## config.mk

```make
export PLATFORM = sky130hd
export DESIGN_NAME = timestamp_unwrap_clock_recovery
export DESIGN_NICKNAME = d
export VERILOG_FILES = /design/src/rtl/core/tsu_pkg.sv /design/src/rtl/core/tsu_rem.sv /design/src/rtl/core/timestamp_unwrap_clock_recovery.sv
export SDC_FILE = /design/constraint.sdc
export NUM_CORES = 2
export LEC_CHECK = 0
export BUFFER_PORTS_ARGS = -buffer_cell sky130_fd_sc_hd__buf_2
export CAP_MARGIN = 40
export CORE_UTILIZATION = 55
export DETAILED_ROUTE_END_ITERATION = 16
export PLACE_DENSITY = 0.74
export SYNTH_ARGS = -nofsm -noshare
export SYNTH_HDL_FRONTEND = slang
export SYNTH_SLANG_ARGS = --single-unit
```

## constraint.sdc

```tcl
create_clock -name clk -period 15.11 [get_ports clk]
set_clock_uncertainty 0.05 [all_clocks]
set_input_delay 3.7775 -clock clk [delete_from_list [all_inputs] [get_ports clk]]
set_output_delay 3.7775 -clock clk [all_outputs]
set_load 0.005 [all_outputs]
```

## src/rtl/core/tsu_pkg.sv

```systemverilog
// ----------------------------------------------------------------------------
// tsu_pkg: shared types and constants for timestamp unwrap / clock recovery
// Payload structs, register indexes, reset values, remainder unit interface.
// ----------------------------------------------------------------------------
package tsu_pkg;

	localparam int STAMP_BITS = 44;
	localparam int TIME_BITS  = 64;
	localparam int IVL_BITS   = 32;
	localparam int DELAY_BITS = 44;
	localparam int CNT_BITS   = $clog2(TIME_BITS + 1);

	localparam logic [IVL_BITS-1:0]   RESET_INTERVAL = IVL_BITS'(27000000);
	localparam logic [DELAY_BITS-1:0] RESET_DELAY    = DELAY_BITS'(1620000000);
	localparam logic [TIME_BITS-1:0]  RESET_CLOCK    = TIME_BITS'(64'd4294967295);

	// configuration register indexes
	localparam logic CFG_REF_INTERVAL_MAX = 1'b0;
	localparam logic CFG_DATE_DELAY_MAX   = 1'b1;

	typedef struct packed {
		logic                  is_reference;
		logic [STAMP_BITS-1:0] orig_stamp;
		logic [STAMP_BITS-1:0] wrap_period;
	} in_item_t;

	typedef struct packed {
		logic                 ref_valid;
		logic [TIME_BITS-1:0] ref_time;
		logic                 ref_discontinuity;
		logic                 date_valid;
		logic [TIME_BITS-1:0] program_date;
	} out_item_t;

	// command to the shared remainder unit
	typedef struct packed {
		logic                  start;
		logic [TIME_BITS-1:0]  dividend;  // left aligned, MSB first
		logic [CNT_BITS-1:0]   nbits;
		logic [STAMP_BITS-1:0] divisor;
	} rem_cmd_t;

	typedef struct packed {
		logic                  done;
		logic [STAMP_BITS-1:0] rem;
	} rem_stat_t;

	typedef enum logic [2:0] {
		ST_IDLE,
		ST_MOD_STAMP,
		ST_MOD_CLK,
		ST_REF,
		ST_SUM,
		ST_MAG,
		ST_DATE,
		ST_DONE
	} state_t;

endpackage

```

## src/rtl/core/tsu_rem.sv

```systemverilog
// ----------------------------------------------------------------------------
// tsu_rem: bit-serial remainder unit
// Restoring remainder, one dividend bit per cycle, MSB first; done pulses
// in the cycle after the last bit with the remainder held until the next start.
// ----------------------------------------------------------------------------
module tsu_rem (
	input  logic              clk,
	input  logic              arst_n,
	input  tsu_pkg::rem_cmd_t cmd,
	output tsu_pkg::rem_stat_t stat
);
	import tsu_pkg::*;

	logic                  busy_q;
	logic                  done_q;
	logic [CNT_BITS-1:0]   cnt_q;
	logic [TIME_BITS-1:0]  dvd_q;
	logic [STAMP_BITS-1:0] dvs_q;
	logic [STAMP_BITS-1:0] rem_q;

	logic [STAMP_BITS:0]   trial;
	logic [STAMP_BITS:0]   diff;
	logic [STAMP_BITS-1:0] rem_nxt;

	always_comb begin
		trial = {rem_q, dvd_q[TIME_BITS-1]};
		diff  = trial - {1'b0, dvs_q};
		if (trial >= {1'b0, dvs_q}) begin
			rem_nxt = diff[STAMP_BITS-1:0];
		end else begin
			rem_nxt = trial[STAMP_BITS-1:0];
		end
	end

	always_ff @(posedge clk or negedge arst_n) begin
		if (!arst_n) begin
			busy_q <= 1'b0;
			done_q <= 1'b0;
			cnt_q  <= '0;
		end else if (cmd.start) begin
			busy_q <= 1'b1;
			done_q <= 1'b0;
			cnt_q  <= cmd.nbits;
		end else if (busy_q) begin
			cnt_q  <= cnt_q - CNT_BITS'(1);
			busy_q <= (cnt_q != CNT_BITS'(1));
			done_q <= (cnt_q == CNT_BITS'(1));
		end else begin
			done_q <= 1'b0;
		end
	end

	always_ff @(posedge clk) begin
		if (cmd.start) begin
			dvd_q <= cmd.dividend;
			dvs_q <= cmd.divisor;
			rem_q <= '0;
		end else if (busy_q) begin
			dvd_q <= {dvd_q[TIME_BITS-2:0], 1'b0};
			rem_q <= rem_nxt;
		end
	end

	assign stat.done = done_q;
	assign stat.rem  = rem_q;

endmodule

```

## src/rtl/core/timestamp_unwrap_clock_recovery.sv

```systemverilog
// ----------------------------------------------------------------------------
// timestamp_unwrap_clock_recovery: wrapped stream timestamps to program dates
// Tracks an unwrapped reference clock and converts each stamp to a date.
// ----------------------------------------------------------------------------
// Usage:
//   in_*  : one timestamp per transfer (is_reference, orig_stamp, wrap_period).
//   out_* : one result per input transfer, in order.
//   cfg_* : register writes (index 0 ref_interval_max, 1 date_delay_max),
//           always ready; write only while the block is idle.
// Datapath: both remainders (stamp and reference clock modulo the wrap period)
//   run one bit per cycle through a single shared remainder unit; one item
//   is in work at a time and in_ready is high only between items.
// Stall: the result sits in an output register; the next item is accepted
//   meanwhile and finishes up to the output stage, where it waits.
// Reset: registers to their defaults, reference clock and highest date to
//   2^32-1, offset to zero, no result pending.
// ----------------------------------------------------------------------------
module timestamp_unwrap_clock_recovery (
	input  logic                         clk,
	input  logic                         arst_n,
	input  logic                         in_valid,
	output logic                         in_ready,
	input  tsu_pkg::in_item_t            in_item,
	output logic                         out_valid,
	input  logic                         out_ready,
	output tsu_pkg::out_item_t           out_item,
	input  logic                         cfg_valid,
	output logic                         cfg_ready,
	input  logic                         cfg_index,
	input  logic [tsu_pkg::TIME_BITS-1:0] cfg_data
);
	import tsu_pkg::*;

	localparam int SW = STAMP_BITS;

	state_t state_q, state_nxt;

	// registers and state
	logic [IVL_BITS-1:0]   ivl_max_q;
	logic [DELAY_BITS-1:0] delay_max_q;
	logic [TIME_BITS-1:0]  ref_clock_q;
	logic [TIME_BITS-1:0]  prog_offset_q;
	logic [TIME_BITS-1:0]  highest_q;

	// per-item working registers
	logic                  is_ref_q;
	logic [SW-1:0]         stamp_q;
	logic [SW-1:0]         period_q;
	logic [SW-1:0]         a_q;
	logic [SW-1:0]         b_q;
	logic [SW-1:0]         dist_q;
	logic                  disc_q;
	logic [TIME_BITS-1:0]  ref_time_q;
	logic [SW-1:0]         t_q;
	logic                  neg_q;
	logic [SW-1:0]         mag_q;
	logic                  ok_q;
	logic [TIME_BITS-1:0]  date_q;

	logic                  out_valid_q;
	out_item_t             out_q;

	rem_cmd_t              rem_cmd;
	rem_stat_t             rem_stat;

	logic                  in_xfer;
	logic                  out_load;
	logic [SW-1:0]         period_in;
	logic [SW-1:0]         half;
	logic [SW:0]           fwd_sum;
	logic [SW:0]           fwd_sub;
	logic [SW-1:0]         fwd;
	logic                  over;
	logic [SW:0]           t_sum;
	logic [SW:0]           t_sub;
	logic [SW-1:0]         t_nxt;
	logic                  neg_nxt;
	logic [SW-1:0]         mag_nxt;
	logic [TIME_BITS-1:0]  mag64;

	tsu_rem u_rem (
		.clk    (clk),
		.arst_n (arst_n),
		.cmd    (rem_cmd),
		.stat   (rem_stat)
	);

	assign in_xfer   = in_valid && in_ready;
	assign period_in = (in_item.wrap_period == '0) ? SW'(1) : in_item.wrap_period;
	assign half      = period_q >> 1;

	// datapath
	always_comb begin
		fwd_sum = {1'b0, a_q} + {1'b0, period_q - b_q};
		fwd_sub = fwd_sum - {1'b0, period_q};
		fwd     = (fwd_sum >= {1'b0, period_q}) ? fwd_sub[SW-1:0] : fwd_sum[SW-1:0];
		over    = {{(TIME_BITS-SW){1'b0}}, fwd} > {{(TIME_BITS-IVL_BITS){1'b0}}, ivl_max_q};

		t_sum   = {1'b0, dist_q} + {1'b0, half};
		t_sub   = t_sum - {1'b0, period_q};
		t_nxt   = (t_sum >= {1'b0, period_q}) ? t_sub[SW-1:0] : t_sum[SW-1:0];

		neg_nxt = t_q < half;
		mag_nxt = neg_nxt ? (half - t_q) : (t_q - half);
		mag64   = {{(TIME_BITS-SW){1'b0}}, mag_q};
	end

	// next state
	always_comb begin
		state_nxt = state_q;
		unique case (state_q)
			ST_IDLE:      if (in_xfer) state_nxt = ST_MOD_STAMP;
			ST_MOD_STAMP: if (rem_stat.done) state_nxt = ST_MOD_CLK;
			ST_MOD_CLK:   if (rem_stat.done) state_nxt = ST_REF;
			ST_REF:       state_nxt = ST_SUM;
			ST_SUM:       state_nxt = ST_MAG;
			ST_MAG:       state_nxt = ST_DATE;
			ST_DATE:      state_nxt = ST_DONE;
			ST_DONE:      if (!out_valid_q || out_ready) state_nxt = ST_IDLE;
			default:      state_nxt = ST_IDLE;
		endcase
	end

	// control outputs
	always_comb begin
		in_ready         = 1'b0;
		out_load         = 1'b0;
		rem_cmd.start    = 1'b0;
		rem_cmd.dividend = {in_item.orig_stamp, {(TIME_BITS-SW){1'b0}}};
		rem_cmd.nbits    = CNT_BITS'(SW);
		rem_cmd.divisor  = period_in;
		unique case (state_q)
			ST_IDLE: begin
				in_ready      = 1'b1;
				rem_cmd.start = in_xfer;
			end
			ST_MOD_STAMP: begin
				rem_cmd.start    = rem_stat.done;
				rem_cmd.dividend = ref_clock_q;
				rem_cmd.nbits    = CNT_BITS'(TIME_BITS);
				rem_cmd.divisor  = period_q;
			end
			ST_DONE: begin
				out_load = !out_valid_q || out_ready;
			end
			default: begin
			end
		endcase
	end

	assign cfg_ready = 1'b1;

	always_ff @(posedge clk or negedge arst_n) begin
		if (!arst_n) begin
			state_q       <= ST_IDLE;
			ivl_max_q     <= RESET_INTERVAL;
			delay_max_q   <= RESET_DELAY;
			ref_clock_q   <= RESET_CLOCK;
			prog_offset_q <= '0;
			highest_q     <= RESET_CLOCK;
			out_valid_q   <= 1'b0;
		end else begin
			state_q <= state_nxt;

			if (cfg_valid) begin
				unique case (cfg_index)
					CFG_REF_INTERVAL_MAX: ivl_max_q   <= cfg_data[IVL_BITS-1:0];
					CFG_DATE_DELAY_MAX:   delay_max_q <= cfg_data[DELAY_BITS-1:0];
					default: begin
					end
				endcase
			end

			// reference advance or resync
			if (state_q == ST_REF && is_ref_q) begin
				if (over) begin
					ref_clock_q   <= {{(TIME_BITS-SW){1'b0}}, stamp_q};
					prog_offset_q <= highest_q - {{(TIME_BITS-SW){1'b0}}, stamp_q};
				end else begin
					ref_clock_q <= ref_clock_q + {{(TIME_BITS-SW){1'b0}}, fwd};
				end
			end

			if (out_load && ok_q && date_q > highest_q) begin
				highest_q <= date_q;
			end

			if (out_load) begin
				out_valid_q <= 1'b1;
			end else if (out_ready) begin
				out_valid_q <= 1'b0;
			end
		end
	end

	always_ff @(posedge clk) begin
		if (in_xfer) begin
			is_ref_q <= in_item.is_reference;
			stamp_q  <= in_item.orig_stamp;
			period_q <= period_in;
		end
		if (state_q == ST_MOD_STAMP && rem_stat.done) a_q <= rem_stat.rem;
		if (state_q == ST_MOD_CLK && rem_stat.done) b_q <= rem_stat.rem;
		if (state_q == ST_REF) begin
			// after a reference update the clock is congruent to the stamp
			dist_q <= is_ref_q ? '0 : fwd;
			disc_q <= is_ref_q && over;
		end
		if (state_q == ST_SUM) begin
			ref_time_q <= ref_clock_q + prog_offset_q;
			t_q        <= t_nxt;
		end
		if (state_q == ST_MAG) begin
			neg_q <= neg_nxt;
			mag_q <= mag_nxt;
			ok_q  <= {{(TIME_BITS-SW){1'b0}}, mag_nxt}
				<= {{(TIME_BITS-DELAY_BITS){1'b0}}, delay_max_q};
		end
		if (state_q == ST_DATE) begin
			date_q <= neg_q ? (ref_time_q - mag64) : (ref_time_q + mag64);
		end
		if (out_load) begin
			out_q.ref_valid         <= is_ref_q;
			out_q.ref_time          <= is_ref_q ? ref_time_q : '0;
			out_q.ref_discontinuity <= disc_q;
			out_q.date_valid        <= ok_q;
			out_q.program_date      <= ok_q ? date_q : '0;
		end
	end

	assign out_valid = out_valid_q;
	assign out_item  = out_q;

endmodule
```

Word level (Yosys, flattened, before mapping). Cells that the tools add are included.

$add $sub $neg: 14. $lt $le $gt $ge: 7. Equality and inequality tests: 13. Multiplexer cells: 26. Bitwise gates (word level): 1. Reductions and logical operators: 17.

Operators with widths (number): 64-bit two-way mux (4); 44-bit two-way mux (5); 44-bit subtractor (4); 45-bit by 44-bit >= comparator with 1-bit output (3); 64-bit by 44-bit adder with 64-bit output (2); 64-bit by 44-bit subtractor with 64-bit output (2); 115-bit two-way mux (1); 64-bit adder (1); 64-bit > comparator (1); 44-bit by 43-bit adder with 45-bit output (1); 44-bit by 44-bit adder with 45-bit output (1); 44-bit by 32-bit > comparator with 1-bit output (1); 44-bit <= comparator (1); 44-bit logical NOT (1); 44-bit by 43-bit less-than comparator with 1-bit output (1); 43-bit by 44-bit subtractor with 44-bit output (1); 44-bit by 43-bit subtractor with 44-bit output (1); 3-bit one-hot mux with 8 select lines (1); 7-bit two-way mux (2); 3-bit == test, second input constant (4); 3-bit two-way mux (4); 1-bit two-way mux (8); 7-bit by 1-bit == test with 1-bit output, second input constant (1); 1-bit logical AND (7); other kinds (14) (20).

Register bits after elaboration: 1004. Bits of input ports: 159. Output and inout port bits: 134. Word-level logic and storage cells: 109.

Longest topological paths before layout.
Depth after elaboration: 6. Depth in mapped cells: 54. Depth with buffers taken out: 53.

By module. A second synthesis with hierarchy kept.

Cells, all modules: 7569. Area total of the unflattened synthesis: 73136.4 um2.

By module, submodules not included: timestamp_unwrap_clock_recovery (instances 1, cells each 6731, area an instance 64033.9 um2); tsu_rem (instances 1, cells each 838, area an instance 9102.5 um2).

Worst setup path before layout. No wires, ideal clock.

Kind: input-to-reg. Start: in out_ready. End: reg highest_q[54]. Setup time: 0.125 ns. Arrival time: 11.317 ns. Path slack: 3.619 ns. Stages on the path: 7. Path buffers: 1. Cell sequence: nand2b_1 > nand2_1 > nor2_1 > o211ai_1 > a21oi_1 > clkbuf_1 > mux2_2.

Longest elaborated chain between the ends: 4.

RTL lines: from (decl) (line timestamp_unwrap_clock_recovery.sv:25) `input logic out_ready,`; 1-bit logical OR (line timestamp_unwrap_clock_recovery.sv:144) `out_load = !out_valid_q || out_ready;`; 1-bit two-way mux (line timestamp_unwrap_clock_recovery.sv:132) `unique case (state_q)`; named net out_load (line timestamp_unwrap_clock_recovery.sv:67) `logic out_load;`; 1-bit logical AND (2 in series) (line timestamp_unwrap_clock_recovery.sv:184) `if (out_load && ok_q && date_q > highest_q) begin`; to (signal assigned) (line timestamp_unwrap_clock_recovery.sv:185) `highest_q <= date_q;`; to (decl) (line timestamp_unwrap_clock_recovery.sv:43) `logic [TIME_BITS-1:0] highest_q;`.

The timed path passes the listed nets, and every way through them passes these cells. A chain may end at the register's enable or synchronous reset.

Final worst setup path.
Start: reg period_q[0]. End: reg ref_clock_q[60].

Longest elaborated chain between the ends: 6.

RTL lines: from (decl) (line timestamp_unwrap_clock_recovery.sv:48) `logic [SW-1:0] period_q;`; from (signal assigned) (line timestamp_unwrap_clock_recovery.sv:200) `period_q <= period_in;`; 44-bit subtractor (line timestamp_unwrap_clock_recovery.sv:94) `fwd_sum = {1'b0, a_q} + {1'b0, period_q - b_q};`; 44-bit by 44-bit adder with 45-bit output (line timestamp_unwrap_clock_recovery.sv:94); 44-bit subtractor / 45-bit by 44-bit >= comparator with 1-bit output (equally long branches) (line timestamp_unwrap_clock_recovery.sv:95, timestamp_unwrap_clock_recovery.sv:96); 44-bit two-way mux * (line timestamp_unwrap_clock_recovery.sv:96) `fwd = (fwd_sum >= {1'b0, period_q}) ? fwd_sub[SW-1:0] : fwd_sum[SW-1:0];`; named net fwd[0] (line timestamp_unwrap_clock_recovery.sv:72) `logic [SW-1:0] fwd;`; 64-bit by 44-bit adder with 64-bit output / 44-bit by 32-bit > comparator with 1-bit output (equally long branches) (line timestamp_unwrap_clock_recovery.sv:180, timestamp_unwrap_clock_recovery.sv:97); 64-bit two-way mux * (line timestamp_unwrap_clock_recovery.sv:176) `if (over) begin`; to (signal assigned) (line timestamp_unwrap_clock_recovery.sv:177) `ref_clock_q <= {{(TIME_BITS-SW){1'b0}}, stamp_q};`; to (signal assigned) (line timestamp_unwrap_clock_recovery.sv:180) `ref_clock_q <= ref_clock_q + {{(TIME_BITS-SW){1'b0}}, fwd};`; to (decl) (line timestamp_unwrap_clock_recovery.sv:41) `logic [TIME_BITS-1:0] ref_clock_q;`.

Mark *: on every way through the listed nets, which the timed path passes. The rest lies on a longest branch.

==> impl_metrics.tcl <==
set metrics [dict create \
    outcome "finished clean" \
    routedLengthMet1_microns 93200 \
    syn-instance-count 7508 \
    r2r_slack_ns 1.39 \
    cts_repair_resize_count 0 \
    clkTransAtPathRegs_ns 0.06 \
    ant_nets 0 \
    die_height_microns 364 \
    globalplace.congestion 0.948 \
    detail_route.iter0.violations 4552 \
    end_kind "flip-flop" \
    groute.usage.overall_pct 32.2 \
    die_area_sq_um 133000 \
    port_buffers 271 \
    p_leak_nw 34.7 \
    cts.repair_timing.setup_buffer_count 0 \
    setup.worst_path.class "flip-flop to flip-flop" \
    worst_skew_pair.late_latency_ns 0.75 \
    num_rows 132 \
    setup_viol 0 \
    yosys-top-cells-count "sky130_fd_sc_hd__a21oi_1 (735), sky130_fd_sc_hd__ha_1 (705), sky130_fd_sc_hd__edfxtp_1 (679), sky130_fd_sc_hd__inv_1 (520), sky130_fd_sc_hd__nand2_1 (518)" \
    wl_per_cell_microns 22.7 \
    setup_total_negative_slack_ns 0 \
    setup_repair_after_global_routing_missed_its_margin "no" \
    cts-root-buf "sky130_fd_sc_hd__clkbuf_16" \
    crit_slowest_cell "sky130_fd_sc_hd__o21ai_0" \
    number_of_flops_mapped_to_enable_cells_by_yosys 679 \
    reg2reg_depth 51 \
    boundaryPins 293 \
    routed-wl-met2_microns 100000 \
    fraction_of_final_layout_cells_sized_beyond_drive_strength_1_pct 12.1 \
    core-area_sq_um 130000 \
    p_per_area_nw_per_um2 255 \
    layout.nets 8594 \
    num_vias 57900 \
    grt_max_degree 104 \
    yosysWarnings 0 \
    gr-total-overflow 0 \
    critPathMaxFanout 39 \
    post_synth_top_flop "sky130_fd_sc_hd__edfxtp_1" \
    tritoncts "built" \
    worstPathBufferInverterCount 6 \
    max_clock_freq_mhz 72.9 \
    worstReg2RegEnd "ref_clock_q[60]$_DFFE_PN0P_" \
    vias_per_cell 6.06 \
    cpPeakStageDelay_ns 0.74 \
    cp_num_cells 51 \
    synth_top_cells_by_area "sky130_fd_sc_hd__edfxtp_1 (28%), sky130_fd_sc_hd__ha_1 (12%), sky130_fd_sc_hd__dfrtp_1 (6.6%), sky130_fd_sc_hd__a21oi_1 (5.1%), sky130_fd_sc_hd__xnor2_1 (4.6%)" \
    detailroute.wirelength.met3_microns 13300 \
    floorplan.die.width_microns 364 \
    start_util_pct 55.5 \
    number_of_global_route_vias_before_repair 56200 \
    worst_r2r_startpoint "period_q[0]$_DFFE_PP_" \
    layout.filler_cells 11000 \
    cap_violations 0 \
    synth_largest_type_area_fraction_pct 28.3 \
    critical_path_required_ns 15.67 \
    tritoncts_num_sinks 1004 \
    synth.avg_cell_area_sq_um 9.60 \
    hold_class "flip-flop to flip-flop" \
    dr.max_layer_used "met5" \
    crit_end "ref_clock_q[60]$_DFFE_PN0P_" \
    report.power.total_mw 20.2 \
    grt_antenna_before_repair 3 \
    place_hpwl_microns 175000 \
    setup.worst_path.start "period_q[0]$_DFFE_PP_" \
    post_cts_hold_buffer_count 0 \
    timing.final.crit_share_pct 90.8 \
    post-synth-top-count-cell "sky130_fd_sc_hd__a21oi_1" \
    finalCriticalPeriod_ns 13.72 \
    timing_worst_slew_pin_value_ns 0.933 \
    cts_htree_levels 3 \
    timing.max_slew.rel_slack_pct 37.8 \
    synth.distinct_cells 102 \
    grt_first_pass_wirelength_microns 324000 \
    dpl-instance-area_sq_um 75500 \
    sequential_element_share_of_the_synthesized_area_pct 39.4 \
    max-clock-path-buffers 3 \
    synth_top_area_cell "sky130_fd_sc_hd__edfxtp_1" \
    layout-area-overhead-vs-synth_pct 10.1 \
    cts_made_buffers 110 \
    ys_async_sr_fraction_pct 28.0 \
    report.final.slew_viol_count 0 \
    finalHoldViolCount 0 \
    number_of_register_bits_inferred_by_synthesis 1004 \
    worst-endpoint-arrival_ns 14.28 \
    netlist_area_sq_um 72100 \
    drtPass1Iterations 6 \
    stdcell_area_sq_um 79400 \
    max-vdd-ir-drop_uv 157 \
    drcViolationCount 0 \
    crit_path_start_kind "flip-flop" \
    critPathTopFamily "compound AO/OA/AOI/OAI gates" \
    path_common_cell "sky130_fd_sc_hd__a21oi_1" \
    synthesis.nets 8384 \
    drt-total-wl_microns 217000 \
]
metrics by stage:
| step | hold WS, ns | std cells | worst slack, ns | utilization, % |
|---|---|---|---|---|
| after floorplan | 0.350 | 7508 | 3.62 | - |
| after global placement | 0.356 | 9335 | 1.83 | 58.0 |
| after detailed placement | 0.355 | 9347 | 1.63 | 58.2 |
| after CTS | 0.370 | 9556 | 1.57 | 61.1 |
| after global routing | 0.392 | 9557 | 0.713 | 61.2 |
| final | 0.368 | 9558 | 1.39 | 61.2 |
flip-flops by register name, indices dropped and copies added, names as in the netlist, 64 cells and up:
name	count
out_item	131
ref_clock_q	64
date_q	64
u_rem.dvd_q	64
prog_offset_q	64
highest_q	64
ref_time_q	64
routing by layer:
layer  global-route usage (%)  vias up
li1                         -    27800
met1                     42.2    27800
met2                     53.5     1963
met3                     4.11      436
met4                     13.9        4
met5                        0        -
where the power goes:
| group | total [mW] | internal [mW] | switching (mW) |
|---|---|---|---|
| sequential | 5.20 | 4.45 | 0.741 |
| clock | 2.90 | 1.70 | 1.20 |
| combinational | 12.1 | 4.92 | 7.19 |
| total | 20.2 | 11.1 | 9.13 |
how the worst min path moves through the flow:
stage	endpoint	start	cells past startpoint
after floorplan	out_item[65]$_DFFE_PP_	disc_q$_DFFE_PN_	0
after global placement	out_item[65]$_DFFE_PP_	disc_q$_DFFE_PN_	0
after detailed placement	out_item[65]$_DFFE_PP_	disc_q$_DFFE_PN_	0
after CTS	out_item[65]$_DFFE_PP_	disc_q$_DFFE_PN_	0
after global routing	out_item[65]$_DFFE_PP_	disc_q$_DFFE_PN_	0
final	out_item[65]$_DFFE_PP_	disc_q$_DFFE_PN_	0
final cells by class:
cell class	instances	area [sq um]	share of cell area [%]
tap	1742	2180	2.75
timing repair buffer	374	2240	2.82
multi-input combinational	5705	40700	51.3
clock buffer	151	3090	3.89
clock inverter	58	798	1.01
antenna	1	2.50	0.00315
sequential	1004	28400	35.8
inverter	523	1970	2.48
logic make-up after synthesis:
group / after synthesis / share of synthesized area [%]
AO/OA/AOI/OAI: 2194 / 19.4
AND/OR/NAND/NOR: 1961 / 13.3
flip-flops: 1004 / 39.4
buffers and inverters: 799 / 4.27
adder cells (fa/ha/maj): 717 / 12.6
XOR/XNOR: 543 / 6.60
multiplexers: 289 / 4.39
other: 1 / 0.00520
placed cells by master (no fill, tap or decap), types with 21 or more instances in the layout:
| cell | Yosys | final |
|---|---|---|
| sky130_fd_sc_hd__a21o_1 | 358 | 358 |
| sky130_fd_sc_hd__xor2_1 | 162 | 162 |
| sky130_fd_sc_hd__ha_1 | 705 | 705 |
| sky130_fd_sc_hd__o211ai_1 | 50 | 50 |
| sky130_fd_sc_hd__buf_2 | 25 | 274 |
| sky130_fd_sc_hd__a221oi_1 | 22 | 22 |
| sky130_fd_sc_hd__nor2_1 | 479 | 474 |
| sky130_fd_sc_hd__o21ai_0 | 357 | 357 |
| sky130_fd_sc_hd__nand3_1 | 130 | 129 |
| sky130_fd_sc_hd__dfstp_2 | 90 | 90 |
| sky130_fd_sc_hd__nand2b_1 | 91 | 91 |
| sky130_fd_sc_hd__clkbuf_1 | 230 | 27 |
| sky130_fd_sc_hd__dfrtp_1 | 191 | 190 |
| sky130_fd_sc_hd__and2_1 | 162 | 161 |
| sky130_fd_sc_hd__nor2b_1 | 146 | 145 |
| sky130_fd_sc_hd__buf_4 | 4 | 87 |
| sky130_fd_sc_hd__a21oi_1 | 735 | 734 |
| sky130_fd_sc_hd__o31ai_1 | 25 | 25 |
| sky130_fd_sc_hd__nand4_1 | 105 | 105 |
| sky130_fd_sc_hd__or3_1 | 25 | 24 |
| sky130_fd_sc_hd__mux2_2 | 213 | 213 |
| sky130_fd_sc_hd__xnor2_1 | 381 | 381 |
| sky130_fd_sc_hd__and3_1 | 81 | 79 |
| sky130_fd_sc_hd__clkinv_2 | 0 | 21 |
| sky130_fd_sc_hd__clkbuf_16 | 0 | 114 |
| sky130_fd_sc_hd__o21a_1 | 92 | 92 |
| sky130_fd_sc_hd__dfxtp_1 | 44 | 44 |
| sky130_fd_sc_hd__o21bai_1 | 96 | 96 |
| sky130_fd_sc_hd__o21ai_1 | 49 | 49 |
| sky130_fd_sc_hd__a211oi_1 | 64 | 64 |
| sky130_fd_sc_hd__nor3_1 | 106 | 105 |
| sky130_fd_sc_hd__mux2i_1 | 72 | 72 |
| sky130_fd_sc_hd__a22oi_1 | 50 | 50 |
| sky130_fd_sc_hd__nand2_1 | 518 | 515 |
| sky130_fd_sc_hd__nor4_1 | 35 | 34 |
| sky130_fd_sc_hd__a31oi_1 | 58 | 58 |
| sky130_fd_sc_hd__inv_1 | 520 | 519 |
| sky130_fd_sc_hd__edfxtp_1 | 679 | 679 |
(Power assumes the default switching activity.)
